==> src/rtl/lifd_pkg.sv <==
// Shared types, constants and helpers for the LIF neuron with delay ring.
package lifd_pkg;

  localparam int DIV_W     = 36;
  localparam int DIV_STEPS = DIV_W / 4;
  localparam int DIV_CNT_W = $clog2(DIV_STEPS);
  localparam int REM_W     = 4;
  localparam int MOD_W     = 5;
  localparam int ACC_W     = 54;
  localparam int PROD_W    = 53;

  localparam logic OP_TICK  = 1'b0;
  localparam logic OP_SPIKE = 1'b1;

  localparam logic [2:0] CFG_DECAY      = 3'd0;
  localparam logic [2:0] CFG_GAIN       = 3'd1;
  localparam logic [2:0] CFG_THRESHOLD  = 3'd2;
  localparam logic [2:0] CFG_RESET_POT  = 3'd3;
  localparam logic [2:0] CFG_REFRACTORY = 3'd4;
  localparam logic [2:0] CFG_DELAY      = 3'd5;
  localparam logic [2:0] CFG_SPIKE_W    = 3'd6;
  localparam logic [2:0] CFG_EXT_W      = 3'd7;

  localparam logic [15:0] DECAY_RST      = 16'd65209;
  localparam logic [19:0] GAIN_RST       = 20'd6537;
  localparam logic [31:0] THRESHOLD_RST  = 32'd1310720;
  localparam logic [31:0] RESET_POT_RST  = 32'd0;
  localparam logic [7:0]  REFRACTORY_RST = 8'd20;
  localparam logic [3:0]  DELAY_RST      = 4'd15;
  localparam logic [31:0] SPIKE_W_RST    = 32'd6554;
  localparam logic [31:0] EXT_W_RST      = 32'd6554;

  typedef struct packed {
    logic rd;
    logic wr;
    logic set_valid;
  } lifd_ring_ctl_t;

  function automatic logic signed [31:0] sat32(input logic signed [ACC_W-1:0] v);
    logic signed [ACC_W-1:0] hi;
    logic signed [ACC_W-1:0] lo;
    hi = ACC_W'(64'sd2147483647);
    lo = ACC_W'(-64'sd2147483648);
    if (v > hi) begin
      return 32'sh7fff_ffff;
    end else if (v < lo) begin
      return 32'sh8000_0000;
    end
    return v[31:0];
  endfunction

endpackage

==> src/rtl/lifd_mod_unit.sv <==
// Iterative remainder unit, four dividend bits per cycle.
module lifd_mod_unit
  import lifd_pkg::*;
(
  input  logic             clk,
  input  logic             rst,
  input  logic             start,
  input  logic [DIV_W-1:0] dividend,
  input  logic [MOD_W-1:0] modulus,
  output logic             done,
  output logic [REM_W-1:0] rem
);

  logic                 busy;
  logic [DIV_CNT_W-1:0] cnt;
  logic [DIV_W-1:0]     shreg;
  logic [MOD_W-1:0]     mod_q;
  logic [MOD_W-1:0]     r_work;

  always_comb begin
    r_work = {1'b0, rem};
    for (int i = 0; i < 4; i++) begin
      r_work = {r_work[REM_W-1:0], shreg[DIV_W-1-i]};
      if (r_work >= mod_q) begin
        r_work = r_work - mod_q;
      end
    end
  end

  always_ff @(posedge clk) begin
    if (rst) begin
      busy <= 1'b0;
      done <= 1'b0;
      cnt  <= '0;
    end else begin
      done <= !start && busy && (cnt == DIV_CNT_W'(DIV_STEPS - 1));
      if (start) begin
        busy  <= 1'b1;
        cnt   <= '0;
        shreg <= dividend;
        mod_q <= modulus;
        rem   <= '0;
      end else if (busy) begin
        rem   <= r_work[REM_W-1:0];
        shreg <= shreg << 4;
        cnt   <= cnt + 1'b1;
        if (cnt == DIV_CNT_W'(DIV_STEPS - 1)) begin
          busy <= 1'b0;
        end
      end
    end
  end

endmodule

==> src/rtl/lifd_mul.sv <==
// Shared registered signed multiplier, 32-bit signed by 20-bit unsigned.
module lifd_mul
  import lifd_pkg::*;
(
  input  logic                     clk,
  input  logic signed [31:0]       a,
  input  logic        [19:0]       b,
  output logic signed [PROD_W-1:0] p
);

  always_ff @(posedge clk) begin
    p <= a * $signed({1'b0, b});
  end

endmodule

==> src/rtl/lifd_ring.sv <==
// Delay ring memory with per-slot valid bits; an invalid slot reads as zero.
module lifd_ring
  import lifd_pkg::*;
#(
  parameter int RING_SLOTS = 16,
  parameter int SLOT_W     = 4
) (
  input  logic                clk,
  input  logic                rst,
  input  lifd_ring_ctl_t      ctl,
  input  logic [SLOT_W-1:0]   addr,
  input  logic signed [31:0]  wdata,
  output logic signed [31:0]  rdata
);

  logic signed [31:0]    mem [RING_SLOTS];
  logic [RING_SLOTS-1:0] vld;
  logic signed [31:0]    q_mem;
  logic                  q_vld;

  always_ff @(posedge clk) begin
    if (ctl.wr) begin
      mem[addr] <= wdata;
    end
    if (ctl.rd) begin
      q_mem <= mem[addr];
    end
  end

  always_ff @(posedge clk) begin
    if (rst) begin
      vld   <= '0;
      q_vld <= 1'b0;
    end else begin
      if (ctl.wr) begin
        vld[addr] <= ctl.set_valid;
      end
      if (ctl.rd) begin
        q_vld <= vld[addr];
      end
    end
  end

  assign rdata = q_vld ? q_mem : 32'sd0;

endmodule

==> src/rtl/lif_neuron_with_delay_ring.sv <==
// Top level: leaky integrate-and-fire neuron with refractory period and delay ring.
//
// Item channel (item_valid/item_stall): opcode 0 is a tick, opcode 1 a presynaptic
// spike. Result channel (result_valid/result_stall): one result per item carrying
// spiked, potential and spike_total. Config writes (cfg_write/cfg_index/cfg_data)
// go straight into the registers; the user must make them only while the block is
// idle, which the block itself does not enforce. One item is worked at a time;
// item_stall is high from acceptance until the result is placed in the output
// register. The ring slot is found by an iterative remainder unit (four dividend
// bits per step), and the three products share one registered multiplier. A tick
// in the refractory period goes straight to output; other items run the remainder
// unit and a ring read, then a tick the products and sum, a spike a ring update.
// The result register frees the input side: a new item is accepted while a result
// still waits; if the receiver stalls, the next result waits in its final state.
// Reset clears the membrane, refractory count, spike counter and all ring slots
// (per-slot valid bits) and loads the default register values; no clearing pass.
module lif_neuron_with_delay_ring
  import lifd_pkg::*;
#(
  parameter int RING_SLOTS = 16
) (
  input  logic               clk,
  input  logic               rst,
  input  logic               item_valid,
  output logic               item_stall,
  input  logic               opcode,
  input  logic [31:0]        step_time,
  input  logic signed [31:0] drive_current,
  input  logic [7:0]         external_events,
  output logic               result_valid,
  input  logic               result_stall,
  output logic               spiked,
  output logic signed [31:0] potential,
  output logic [31:0]        spike_total,
  input  logic               cfg_write,
  input  logic [2:0]         cfg_index,
  input  logic [31:0]        cfg_data
);

  localparam int SLOT_W = $clog2(RING_SLOTS);

  typedef enum logic [3:0] {
    S_IDLE, S_MOD, S_RD, S_SPK, S_MUL1, S_MUL2, S_MUL3, S_SUM, S_FIN, S_OUT
  } state_t;

  state_t state;

  logic [15:0]        decay_factor;
  logic [19:0]        input_gain;
  logic signed [31:0] fire_threshold;
  logic signed [31:0] reset_potential;
  logic [7:0]         refractory_steps;
  logic [3:0]         delay_steps;
  logic signed [31:0] spike_weight;
  logic signed [31:0] external_weight;

  logic signed [31:0] membrane;
  logic [7:0]         refractory_left;
  logic [31:0]        spike_counter;
  logic               fired;
  logic               op_q;
  logic signed [31:0] cur_q;
  logic [7:0]         events_q;
  logic [SLOT_W-1:0]  slot;
  logic signed [ACC_W-1:0] acc;
  logic signed [ACC_W-1:0] sum;

  logic                    accept;
  logic [MOD_W-1:0]        delay_p1;
  logic [MOD_W-1:0]        modulus;
  logic [DIV_W-1:0]        dividend;
  logic                    mod_start;
  logic                    mod_done;
  logic [REM_W-1:0]        mod_rem;
  logic signed [31:0]      mul_a;
  logic [19:0]             mul_b;
  logic signed [PROD_W-1:0] prod;
  lifd_ring_ctl_t          ring_ctl;
  logic signed [31:0]      ring_wdata;
  logic signed [31:0]      ring_rdata;
  logic signed [ACC_W-1:0] rounded;
  logic signed [31:0]      mem_sat;
  logic                    out_free;

  assign item_stall = (state != S_IDLE);
  assign accept     = item_valid && !item_stall;
  assign out_free   = !result_valid || !result_stall;

  assign delay_p1  = {1'b0, delay_steps} + MOD_W'(1);
  assign modulus   = (int'(delay_p1) > RING_SLOTS) ? MOD_W'(RING_SLOTS) : delay_p1;
  assign dividend  = (opcode == OP_SPIKE) ?
                     {3'b000, {1'b0, step_time} + {29'd0, delay_steps}} :
                     {4'b0000, step_time};
  assign mod_start = accept && ((opcode == OP_SPIKE) || (refractory_left == 8'd0));

  lifd_mod_unit u_mod (
    .clk      (clk),
    .rst      (rst),
    .start    (mod_start),
    .dividend (dividend),
    .modulus  (modulus),
    .done     (mod_done),
    .rem      (mod_rem)
  );

  always_comb begin
    mul_a = membrane;
    mul_b = {4'd0, decay_factor};
    case (state)
      S_MUL2: begin
        mul_a = cur_q;
        mul_b = input_gain;
      end
      S_MUL3: begin
        mul_a = external_weight;
        mul_b = {12'd0, events_q};
      end
      default: begin
        mul_a = membrane;
        mul_b = {4'd0, decay_factor};
      end
    endcase
  end

  lifd_mul u_mul (
    .clk (clk),
    .a   (mul_a),
    .b   (mul_b),
    .p   (prod)
  );

  always_comb begin
    ring_ctl   = '0;
    ring_wdata = '0;
    case (state)
      S_RD: ring_ctl.rd = 1'b1;
      S_SPK: begin
        ring_ctl.wr        = 1'b1;
        ring_ctl.set_valid = 1'b1;
        ring_wdata = sat32(ACC_W'(ring_rdata) + ACC_W'(spike_weight));
      end
      S_FIN: ring_ctl.wr = 1'b1;
      default: ring_ctl = '0;
    endcase
  end

  lifd_ring #(
    .RING_SLOTS (RING_SLOTS),
    .SLOT_W     (SLOT_W)
  ) u_ring (
    .clk   (clk),
    .rst   (rst),
    .ctl   (ring_ctl),
    .addr  (slot),
    .wdata (ring_wdata),
    .rdata (ring_rdata)
  );

  assign rounded = (acc + ACC_W'(32768)) >>> 16;
  assign mem_sat = sat32(sum);

  always_ff @(posedge clk) begin
    if (rst) begin
      decay_factor     <= DECAY_RST;
      input_gain       <= GAIN_RST;
      fire_threshold   <= THRESHOLD_RST;
      reset_potential  <= RESET_POT_RST;
      refractory_steps <= REFRACTORY_RST;
      delay_steps      <= DELAY_RST;
      spike_weight     <= SPIKE_W_RST;
      external_weight  <= EXT_W_RST;
    end else if (cfg_write) begin
      unique case (cfg_index)
        CFG_DECAY:      decay_factor     <= cfg_data[15:0];
        CFG_GAIN:       input_gain       <= cfg_data[19:0];
        CFG_THRESHOLD:  fire_threshold   <= cfg_data;
        CFG_RESET_POT:  reset_potential  <= cfg_data;
        CFG_REFRACTORY: refractory_steps <= cfg_data[7:0];
        CFG_DELAY:      delay_steps      <= cfg_data[3:0];
        CFG_SPIKE_W:    spike_weight     <= cfg_data;
        CFG_EXT_W:      external_weight  <= cfg_data;
        default: ;
      endcase
    end
  end

  always_ff @(posedge clk) begin
    if (rst) begin
      state           <= S_IDLE;
      membrane        <= '0;
      refractory_left <= '0;
      spike_counter   <= '0;
      fired           <= 1'b0;
      result_valid    <= 1'b0;
    end else begin
      if ((state == S_OUT) && out_free) begin
        result_valid <= 1'b1;
      end else if (result_valid && !result_stall) begin
        result_valid <= 1'b0;
      end
      unique case (state)
        S_IDLE: begin
          if (accept) begin
            op_q     <= opcode;
            cur_q    <= drive_current;
            events_q <= external_events;
            fired    <= 1'b0;
            if (mod_start) begin
              state <= S_MOD;
            end else begin
              membrane        <= reset_potential;
              refractory_left <= refractory_left - 8'd1;
              state           <= S_OUT;
            end
          end
        end
        S_MOD: begin
          if (mod_done) begin
            slot  <= SLOT_W'(mod_rem);
            state <= S_RD;
          end
        end
        S_RD:   state <= (op_q == OP_SPIKE) ? S_SPK : S_MUL1;
        S_SPK:  state <= S_OUT;
        S_MUL1: state <= S_MUL2;
        S_MUL2: begin
          acc   <= ACC_W'(prod);
          state <= S_MUL3;
        end
        S_MUL3: begin
          acc   <= acc + ACC_W'(prod);
          state <= S_SUM;
        end
        S_SUM: begin
          sum   <= rounded + ACC_W'(ring_rdata) + ACC_W'(prod);
          state <= S_FIN;
        end
        S_FIN: begin
          if (mem_sat > fire_threshold) begin
            spike_counter   <= spike_counter + 32'd1;
            membrane        <= reset_potential;
            refractory_left <= refractory_steps;
            fired           <= 1'b1;
          end else begin
            membrane <= mem_sat;
          end
          state <= S_OUT;
        end
        S_OUT: begin
          if (out_free) begin
            spiked       <= fired;
            potential    <= membrane;
            spike_total  <= spike_counter;
            state        <= S_IDLE;
          end
        end
        default: state <= S_IDLE;
      endcase
    end
  end

endmodule

==> config.mk <==
export PLATFORM = sky130hd
export DESIGN_NAME = lif_neuron_with_delay_ring
export DESIGN_NICKNAME = d
export VERILOG_FILES = /design/src/rtl/lifd_pkg.sv /design/src/rtl/lifd_mod_unit.sv /design/src/rtl/lifd_mul.sv /design/src/rtl/lifd_ring.sv /design/src/rtl/lif_neuron_with_delay_ring.sv
export SDC_FILE = /design/constraint.sdc
export NUM_CORES = 2
export LEC_CHECK = 0
export BUFFER_PORTS_ARGS = -buffer_cell sky130_fd_sc_hd__buf_2
export CORE_UTILIZATION = 55
export DETAILED_ROUTE_END_ITERATION = 12
export PLACE_DENSITY = 0.71
export SYNTH_ARGS = -nofsm -noshare
export SYNTH_HDL_FRONTEND = slang
export SYNTH_SLANG_ARGS = --single-unit
==> constraint.sdc <==
create_clock -name clk -period 19.1 [get_ports clk]
set_clock_uncertainty 0.05 [all_clocks]
set_input_delay 3.82 -clock clk [delete_from_list [all_inputs] [get_ports clk]]
set_output_delay 3.82 -clock clk [all_outputs]
set_load 0.03 [all_outputs]
# Word-level counts from Yosys, hierarchy flattened
# Memories as Yosys holds them, arrays and structs flattened. A register that Yosys moved wholly into a read port is not among the register bits.
# Index checks and enable logic that the tools add are counted.
# classes
magnitude_cmp	12
bitwise	1
mux	56
n_mul	1
eq_ne	22
add_sub_neg	14
reduce_logical	43
# ops
cell	count
2-to-1 mux 32 bit	11
case mux 32 bit (2 select lines)	2
case mux 54 bit (2 select lines)	1
2-to-1 mux 36 bit	2
adder 39 x 53 -> 54 bit	1
adder 54 x 17 -> 54 bit, second input constant	1
adder 54 x 53 -> 54 bit	1
> comparator 54 x 32 -> 1 bit, second input constant	1
less-than comparator 54 x 32 -> 1 bit, second input constant	1
multiplier 32 x 21 -> 53 bit	1
case mux 20 bit (2 select lines)	1
adder 38 x 32 -> 39 bit	1
2-to-1 mux 4 bit	9
case mux 4 bit (9 select lines)	1
adder 32 x 32 -> 33 bit	1
adder 32 x 4 -> 33 bit	1
> comparator 33 x 32 -> 1 bit, second input constant	1
less-than comparator 33 x 32 -> 1 bit, second input constant	1
2-to-1 mux 33 bit	1
adder 32 x 1 -> 32 bit, second input constant	1
> comparator 32 bit	1
AND reduction 2 bit	13
2-to-1 mux 8 bit	3
>= comparator 5 bit	4
other kinds (35)	88
# totals
word_cells	182
inputBits	113
reg_bits	593
mem_count	1
ram_bits	512
# memory_table
memory	words	width	rd	rd_clocked_by_memory_dff	write_ports	line_no	rtl
u_ring.mem	16	32	1	1	1	lifd_ring.sv:16	logic signed [31:0] mem [RING_SLOTS];

# Depth between registers and ports, before layout
# depth
word_depth	9
ltp_mapped	37
mapped_depth_nobuf	36

# Hierarchy
# A second synthesis with hierarchy kept.
# unflattened
hier_cells	7142
hier_area_um2	77997.3
# by_module_without_submodules
module	seq_area_each_um2	area_each_um2	n_inst	cells_each
lif_neuron_with_delay_ring	11631.2	29590.9	1	3422
lifd_mul	1061.0	24104.4	1	2596
lifd_ring	16676.0	21301.7	1	891
lifd_mod_unit	1471.4	3000.4	1	233

# Worst setup path after synthesis
# OpenSTA, ideal clock, no wires.
# synth_path
kind	input-to-reg
startpoint	input port rst
endpoint	register potential[0], enable pin
t_arrival_ps	9126
setup_time_ps	581
path_buffers	3
path_stages	4
path_slack_ps	9343
cell_sequence	clkbuf_1 clkbuf_1 clkbuf_1 nor3b_1
# synth_between
elab_chain_cells	2
# synth_lines
item	line_no	rtl
start: declaration	lif_neuron_with_delay_ring.sv:23	input logic rst,
NOT 1 bit (no line)	--	
AND reduction 3 bit (no line)	--	
end signal: assignment	lif_neuron_with_delay_ring.sv:252	potential <= membrane;
end: declaration	lif_neuron_with_delay_ring.sv:33	output logic signed [31:0] potential,
# No other way between the ends.
# A chain may end at the register's enable or synchronous reset.

# Final worst setup path
# layout_path
startpoint	register state[3]
endpoint	register u_mul.p[47]
# layout_between
elab_chain_cells	3
elab_cells_between_ends	5
cone_classes	1 x mul; 2 x eq/ne; 2 x mux
# layout_lines
item	line_no	rtl
start: declaration	lif_neuron_with_delay_ring.sv:46	state_t state;
start signal: assignment	lif_neuron_with_delay_ring.sv:223	S_RD: state <= (op_q == OP_SPIKE) ? S_SPK : S_MUL1;
== test 4 x 3 -> 1 bit	lif_neuron_with_delay_ring.sv:109	case (state)
case mux 32 bit (2 select lines) or case mux 20 bit (2 select lines) (tied branches)	lif_neuron_with_delay_ring.sv:109	
multiplier 32 x 21 -> 53 bit *	lifd_mul.sv:12	p <= a * $signed({1'b0, b});
end signal: assignment	lifd_mul.sv:12	
end: declaration	lifd_mul.sv:8	output logic signed [PROD_W-1:0] p
# Mark *: on every way between the ends. The rest lies on a longest branch, timed or not.

==> qor.yml <==
status:
  outcome: "complete, no violations"
final_layout:
  nNetsFinal: 8289
  drive_gt1_frac: 0.09499
  final_cell_mix: "inv_1 (968), nand2_1 (912), edfxtp_1 (807), fa_1 (696), nor2_1 (590)"
  diodes: 0
  final_common_cell: "inv_1"
  area_growth_pct: 8.765
timing:
  slew_headroom: 0.1589
  drv_slew: 0
  setup_slack_ps: 9341
  fmax_ghz: 0.1025
  finalCritPeriodShare: 0.5109
  fin_crit_ps: 9759
  tns_ps: 0
  grt_setup_unrepaired: "false"
  setup_violations: 0
  worst_slew_pin_slew_ps: 1259
  hold_viol: 0
clocking:
  cts_setup_buffers: 0
  tritoncts: "yes"
  clk_latency_ps: 760
  cts_resized: 0
  clockBufferDepth: 3
  cts_sinks: 1137
  cts_root_buf: "clkbuf_16"
  h-tree-depth: 3
  cts_hold_buf: 0
  cts_buffers: 115
  clk_pin_slew_ps: 60
power:
  pwr-share-comb: 0.591
  clock_power_share: 0.176
  power.total_w: 0.01319
  p_int_w: 0.007468
  p_sw_w: 0.005723
  leakage_nw: 34.36
  swShare: 0.4339
  seq_power_share: 0.233
  power.density_nw_per_um2: 158.9
  max-vdd-ir-drop_uv: 403.8
setup_path:
  worst_setup_path_end_kind: "flop"
  cp_data_arrival_time_ps: 10330
  slowest_delay_ps: 740
  start_kind: "flop"
  critical_path_class: "flop to flop"
  path_max_fanout: 39
  cp.required_ps: 19670
  crit_buf_inv: 8
  cp_common_cell: "fa_1"
  crit_family: "adder cells"
  cp_slowest_cell: "and2_1"
synthesis:
  ys_seq_elements: 1137
  syn_nets: 8230
  synth-async-reset-ratio: 0
  ys_types: 87
  synth_compound_area_frac: 0.08816
  synth_area_per_cell_um2: 10.77
  synth_fa_ha_area_frac: 0.2375
  synth-edff-count: 807
  synth_top_family_by_area: "adder cells"
  syn_area_um2: 76300
  yosys_warnings: 0
  syn_inst: 7086
  synthMuxAreaShare: 0.05598
  synth-xor-area-share: 0.03211
  ys_seq_area_frac: 0.4042
  synthFlopType: "edfxtp_1"
  synth-simple-area-share: 0.1181
detailed_routing:
  first_pass_iters: 6
  drc: 0
  wl_per_cell_um: 22.88
  final_antenna_net_count: 0
  wirelength_um: 206700
  drt_iter0_markers: 5183
  num_vias: 53120
  viasPerCell: 5.878
place:
  port_buffers: 179
  pre_cts_slack_ps: 9498
  hpwl_um: 147300
  gp_congestion: 0.9834
global_route:
  groute.usage.overall: 0.2995
  grt_pass1_wl_um: 319800
  gr-usage-met2: 0.4691
  globalRoute.busiestLayer: "met2"
  antenna_found_initial: 11
  met3_usage: 0.06923
  grtUsageMet1: 0.4106
  first_global_vias: 53630
  grt_max_degree: 111
  grt-ovfl-total: 0
worst_hold_path:
  hold_path.class: "flop to flop"
floorplan:
  io_pins: 180
  fp.dieH_um: 374.5
  die-area_um2: 140200
  core-area_um2: 137500
  row_count: 136
  fp.dieW_um: 374.5
  start_util: 0.5550
flow_run:
  drv_cap: 0
==> power by group through the flow <==
stage	sequential, W	clock [W]	combinational [W]
6_report	0.00308	0.00232	0.00780
5_1_grt	0.00309	0.00244	0.00895
4_1_cts	0.00307	0.00234	0.00788
3_5_place_dp	0.00312	0	0.00772
3_3_place_gp	0.00312	0	0.00771
2_1_floorplan	0.00307	0	0.00596
==> cells in the mapped netlist (all sizes together) (15+ instances only) <==
master	n	area share
inv	968	0.048
nand2	912	0.045
edfxtp	807	0.32
fa	696	0.18
nor2	612	0.030
a21oi	395	0.026
ha	335	0.055
dfxtp	330	0.087
clkbuf	278	0.014
o21ai	222	0.015
mux4	165	0.049
xnor2	145	0.017
xor2	133	0.015
a21o	126	0.012
nand2b	98	0.0080
nand3	88	0.0058
and2	55	0.0045
nand4	55	0.0045
mux2i	51	0.0067
nor3	51	0.0033
and3	44	0.0036
buf	43	0.0025
nor2b	43	0.0035
a22oi	40	0.0039
o22ai	38	0.0032
a211oi	32	0.0033
a211o	28	0.0032
nand3b	28	0.0028
o21bai	26	0.0026
o21a	24	0.0024
a31oi	21	0.0017
o211ai	18	0.0020
or3	18	0.0015
nor4	15	0.0013
o31ai	15	0.0015
==> state kept, by name, indices dropped and copies added (netlist names), 16 cells and up <==
signal and flops:
u_mod.shreg 36, potential 32, reset_potential 32, membrane 32, fire_threshold 32, decay_factor 16
sum 54, spike_total 32, u_mul.p 53, u_ring.mem 512, spike_counter 32, external_weight 32
input_gain 20, u_ring.vld 16, u_ring.q_mem 32, acc 54, spike_weight 32, cur_q 32
==> per-layer routing <==
metal  share of wire  up-vias
met5         0.00059        -
met4           0.037       18
met3           0.096      454
met2            0.46     2290
met1            0.41    26490
li1                -    23870
==> area by class of cell <==
| type | count | area, µm² |
|---|---|---|
| fill | 11000 | 54500 |
| timing repair buffer | 263 | 1548 |
| inverter | 968 | 3633 |
| clock inverter | 68 | 807.0 |
| tap | 1794 | 2245 |
| sequential | 1137 | 30840 |
| clock buffer | 147 | 3072 |
| multi-input combinational | 4660 | 40850 |
==> cells by family (layout without fill, tap and decap cells) <==
kind of cell,after synthesis,in the layout
DFF,1137,1137
buffers and inverters,1289,1446
xor gates and xnor gates,278,278
AOI/OAI and AO/OA,1071,1071
adders and majority gates,1031,1031
and+or+nand+nor,2060,2060
muxes,220,220
==> metrics by stage <==
stage                     hold WS, ps  std cells  utilization  instance area [µm²]
after CTS                       346.0       9037       0.6036                82990
after global placement          365.3       8822       0.5754                79110
final                           351.5       9037       0.6036                82990
after floorplan                 359.0       7086            -                76300
after global routing            368.7       9037       0.6036                82990
after detailed placement        369.7       8822       0.5754                79110
==> final timing paths <==
check	cells past startpoint	slack (ps)	to	from
worst min register to register	0	350	spiked$_DFFE_PP_	fired$_SDFFE_PP0P_
worst max-delay path	31	9340	u_mul.p[47]$_DFF_P_	state[3]$_SDFFE_PP0P_
worst max register to register	31	9340	u_mul.p[47]$_DFF_P_	state[3]$_SDFFE_PP0P_
worst min-delay path	0	350	spiked$_DFFE_PP_	fired$_SDFFE_PP0P_
==> worst register-to-register path: cells and delay by family (launching register included) <==
kind | cells | cell delay, ps
flip-flops | 1 | 630
adder cells (fa/ha/maj) | 8 | 3960
AND/OR/NAND/NOR | 8 | 2360
XOR/XNOR | 1 | 130
AO/OA/AOI/OAI | 6 | 1620
buffers and inverters | 8 | 890
No activity file was read; power rests on OpenSTA's default activity.
